$ cat config.mk
export PLATFORM = sky130hd
export DESIGN_NAME = hpt_queue
export DESIGN_NICKNAME = d
export VERILOG_FILES = /design/src/hw/rtl/hpt_pkg.sv /design/src/hw/rtl/hpt_queue.sv
export SDC_FILE = /design/constraint.sdc
export NUM_CORES = 1
export LEC_CHECK = 0
export ABC_AREA = 1
export BUFFER_PORTS_ARGS = -buffer_cell sky130_fd_sc_hd__buf_2
export CAP_MARGIN = 20
export CORE_AREA = 2 2 206 208
export CTS_CLUSTER_DIAMETER = 60
export DETAILED_ROUTE_END_ITERATION = 8
export DIE_AREA = 0 0 208 210
export PLACE_DENSITY_LB_ADDON = 0.08
export SLEW_MARGIN = 20
export SYNTH_ARGS = -nofsm -noshare
export SYNTH_HDL_FRONTEND = slang
export SYNTH_SLANG_ARGS = --single-unit
$ cat constraint.sdc
create_clock -name clock -period 6.6 [get_ports clock]
set_clock_uncertainty 0.15 [all_clocks]
set_input_delay 0.99 -clock clock [delete_from_list [all_inputs] [get_ports clock]]
set_output_delay 0.99 -clock clock [all_outputs]
set_load 0.01 [all_outputs]
$ cat src/hw/rtl/hpt_pkg.sv
// hpt_pkg: shared types and constants for the homogeneous point transform
// no dependencies; used by hpt_front, hpt_queue, hpt_back and the top level
package hpt_pkg;

   localparam int CoordW  = 32;
   localparam int CoefW   = 16;
   localparam int ProdW   = CoefW + CoordW;
   localparam int SumW    = ProdW + 2;
   localparam int RowW    = 41;           // row sum after floor shift by 8
   localparam int QBits   = 33;           // quotient bits kept below overflow check
   localparam int RemW    = RowW + 1;
   localparam int QDepth  = 4;
   localparam int QPtrW   = $clog2(QDepth);
   localparam int NumRows = 4;

   localparam logic [63:0] RowReset [NumRows] = '{
      64'h0000_0000_0000_0100, 64'h0000_0000_0100_0000,
      64'h0000_0100_0000_0000, 64'h0100_0000_0000_0000};

   typedef enum logic [1:0] {
      REG_ROW_0 = 2'd0,
      REG_ROW_1 = 2'd1,
      REG_ROW_2 = 2'd2,
      REG_ROW_3 = 2'd3
   } reg_index_type;

   typedef struct packed {
      logic signed [CoordW-1:0] point_x;
      logic signed [CoordW-1:0] point_y;
      logic signed [CoordW-1:0] point_z;
   } req_type;

   typedef struct packed {
      logic signed [CoordW-1:0] result_x;
      logic signed [CoordW-1:0] result_y;
      logic signed [CoordW-1:0] result_z;
      logic                     w_was_zero;
      logic                     saturated;
   } rsp_type;

   // one queue entry: truncated row sums of x, y, z and w
   typedef struct packed {
      logic signed [RowW-1:0] v0;
      logic signed [RowW-1:0] v1;
      logic signed [RowW-1:0] v2;
      logic signed [RowW-1:0] w;
   } qent_type;

   function automatic logic signed [CoefW-1:0] coef(input logic [63:0] row,
                                                    input logic [1:0] col);
      coef = signed'(row[16*col +: 16]);
   endfunction

endpackage

$ cat src/hw/rtl/hpt_queue.sv
// hpt_queue: small fifo of row sums between front and back
// depends on hpt_pkg
module hpt_queue (
   input  logic                 clock,
   input  logic                 reset,
   input  logic                 push,
   input  hpt_pkg::qent_type    wdata,
   output logic                 full,
   input  logic                 pop,
   output logic                 nonempty,
   output hpt_pkg::qent_type    rdata
);

   hpt_pkg::qent_type             mem_ff [hpt_pkg::QDepth];
   logic [hpt_pkg::QPtrW-1:0]     wptr_ff, rptr_ff;
   logic [hpt_pkg::QPtrW:0]       count_ff;

   assign full     = count_ff == (hpt_pkg::QPtrW+1)'(hpt_pkg::QDepth);
   assign nonempty = count_ff != '0;
   assign rdata    = mem_ff[rptr_ff];

   always_ff @(posedge clock) begin
      if (reset) begin
         wptr_ff  <= '0;
         rptr_ff  <= '0;
         count_ff <= '0;
      end else begin
         if (push) wptr_ff <= wptr_ff + 1'b1;
         if (pop)  rptr_ff <= rptr_ff + 1'b1;
         case ({push, pop})
            2'b10:   count_ff <= count_ff + 1'b1;
            2'b01:   count_ff <= count_ff - 1'b1;
            default: ;
         endcase
      end
   end

   always_ff @(posedge clock) begin
      if (push) mem_ff[wptr_ff] <= wdata;
   end

endmodule

==> run summary <==
Hold buffer count at CTS -> 0
CTS buffer count -> 66
Power per cell area -> 327 mW/mm²
Ys Warns -> 0
Netlist cell types -> 20
FILL cells -> 2826
Worst Setup End Kind -> output pin
Post-layout min period -> 4.26 ns
Io pins -> 334
Number of vias per cell -> 5.75
Avg Cell Area, Syn -> 15.0 µm²
Die ar. -> 0.0437 mm²
Critical path arrival -> 3.12 ns
F_max -> 235 MHz
Post-cts resize count -> 0
Syn_nets -> 1818
Routed wire per std cell -> 20.9 µm
Largest net degree at the start of global routing -> 169
Synth Cell Area -> 0.0246 mm²
RSZ-0062 raised after global routing -> false
Total grt overflow -> 0
Worst skew pair latency -> 0.56 ns
Synth top area cells -> edfxtp_1 (80%), nor2_1 (5.1%), o22ai_1 (4.2%)
CP Class -> flop to output pin
Status -> complete, no violations
Hold path depth -> 1
Nets -> 2124
First DRT Iteration DRCs -> 1136
Post-CTS setup buffers -> 0
Type of origin of the critical path -> flop
# H-tree levels -> 3
Clock Pin Slew Worst Setup and Hold Paths -> 0.06 ns
Die height -> 210 µm
Longest Clk Path Bufs -> 3
DR DRC count -> 0
Final Hold Fails -> 0
Placed cell areas -> 0.0266 mm²
Critical path destination -> rdata[142]
Antenna Violating Nets Remaining -> 0
Fin area -> 0.0288 mm²
Setup tns final -> 0 ns
CP required -> 5.46 ns
Share of cells above drive strength 1 -> 22.3%
P&R area growth vs syn -> 17.0%
Reg2reg path depth -> 5
Period Utilization, post-route -> 64.6%
Worst r2r src -> wptr_ff[0]
Final setup fails -> 0
Cells after Synth -> 1644
Number of synthesized register bits -> 665
DRT Pass-1 Iters -> 5
Leakage -> 10.0 nW
Starting Density -> 59.3%
Core Region -> 0.0415 mm²
Reg-to-reg endpoint -> mem_ff[0][30]
Worst R2R Setup Slack -> 3.96 ns
PortBufs -> 333
Clk sinks -> 665
CTS tree -> done
Post-DP HPWL -> 28600 µm
Crit path max fanout -> 142
CTS root buf -> clkbuf_16
Type of the worst min-delay path -> flop to flop
Routed vias -> 14700
Global router's overall resource usage -> 24.2%
Area leader, netlist -> edfxtp_1
Worst-margin pin slew -> 1.05 ns
Global-route wire length before repair -> 81600 µm
Share of the synthesized area in the top cell type -> 80.1%
# rows -> 75
Final Max Slew Viols -> 0
Final GP Congestion -> 0.731
DRT Wirelength -> 53400 µm
Peak supply drop -> 0.278 mV
Vias in the first global route -> 14300
Max-cap violations -> 0
Register area share after synthesis -> 80.8%
Initial antenna violation count -> 15
Chip width -> 208 µm
Slew margin rel. -> 29.7%
-- synthesized netlist by cell type --
cell	count
a21oi_1	5
buf_2	38
buf_4	18
buf_6	1
clkbuf_1	40
clkbuf_2	11
dfxtp_1	9
edfxtp_1	656
fa_1	1
ha_1	5
inv_1	17
inv_2	1
nand2_1	9
nand3_1	2
nand4_1	1
nor2_1	331
nor3_1	1
o21ai_0	165
o21ai_1	169
o22ai_1	164
-- how the worst min path moves through the flow --
stage,from,slack (ns),end
floorplan,rptr_ff[1],0.26,flop
global placement,rptr_ff[1],0.27,flop
global route,rptr_ff[1],0.33,flop
detailed placement,rptr_ff[1],0.28,flop
CTS,rptr_ff[1],0.30,flop
finish,rptr_ff[1],0.30,flop
-- cell usage in the layout, fill, tap and decap left out --
cell,instances
clkinv_1,15
o21ai_0,165
fa_1,1
clkinv_2,12
edfxtp_1,656
buf_2,333
clkbuf_1,14
nand2_1,9
inv_8,1
inv_1,12
o22ai_1,164
clkinvlp_4,1
nor3_1,1
o21ai_1,169
nor2_1,331
buf_12,4
inv_4,1
dfxtp_1,7
inv_6,5
bufinv_16,7
buf_4,9
clkbuf_16,71
diode_2,9
nand4_1,1
ha_1,5
dfxtp_4,2
a21oi_1,5
nand3_1,2
-- sequential cells by signal (all words and copies together), names as in the netlist, named ones only --
name / flops
count_ff: 3
wptr_ff: 2
mem_ff: 656
rptr_ff: 2
-- area by class of cell --
| cell class | count | area, µm² | share of cell area (%) |
|---|---|---|---|
| diodes | 9 | 22.5 | 0.0783 |
| clock buffers | 85 | 1830 | 6.36 |
| clock inverters | 36 | 343 | 1.19 |
| inverters | 18 | 97.6 | 0.339 |
| multi-input cells | 853 | 4100 | 14.3 |
| flip-flops and latches | 665 | 19900 | 69.1 |
| well taps | 539 | 674 | 2.34 |
| repair buffers | 346 | 1810 | 6.31 |
-- power breakdown --
part           switching (mW)  total [mW]  internal [mW]
registers              0.0553        4.89           4.83
logic                   0.549       0.806          0.258
clock network            1.49        3.72           2.23
-- metrics by stage --
step                      total power [mW]  util [%]  hold WS [ns]  instances  setup slack (ns)
after floorplan                       5.43         -         0.262       1644              1.76
after global placement                5.77      64.1         0.268       2421              2.90
after detailed placement              5.79      64.1         0.277       2421              2.85
after CTS                             9.49      69.3         0.297       2542              2.24
after global routing                  9.74      69.3         0.331       2544              2.14
final                                 9.41      69.4         0.298       2551              2.34
-- per-layer routing --
layer  track usage, %  vias to the layer above  share of wire, %
li1                 -                     6867                 -
met5                0                        -              0.21
met1             33.3                     7250                41
met3             7.37                       88               8.6
met4             7.41                       18               2.1
met2             37.9                      441                48
-- worst max-delay path, stage by stage, from the launching register on --
cell,delay [ns]
dfxtp_4,0.54
inv_8,0.70
buf_4,0.62
o21ai_1,0.13
o22ai_1,0.23
buf_2,0.18
-- logic make-up (layout without fill, tap and decap cells) --
group,count (synthesis),count (layout),synth area share (%)
compound gates,503,503,11.1
flops,665,665,80.8
buf+inv,126,485,2.48
other cells,0,9,0
fa+ha+maj,6,6,0.336
simple gates,344,344,5.28
No activity file was read; power rests on OpenSTA's default activity.
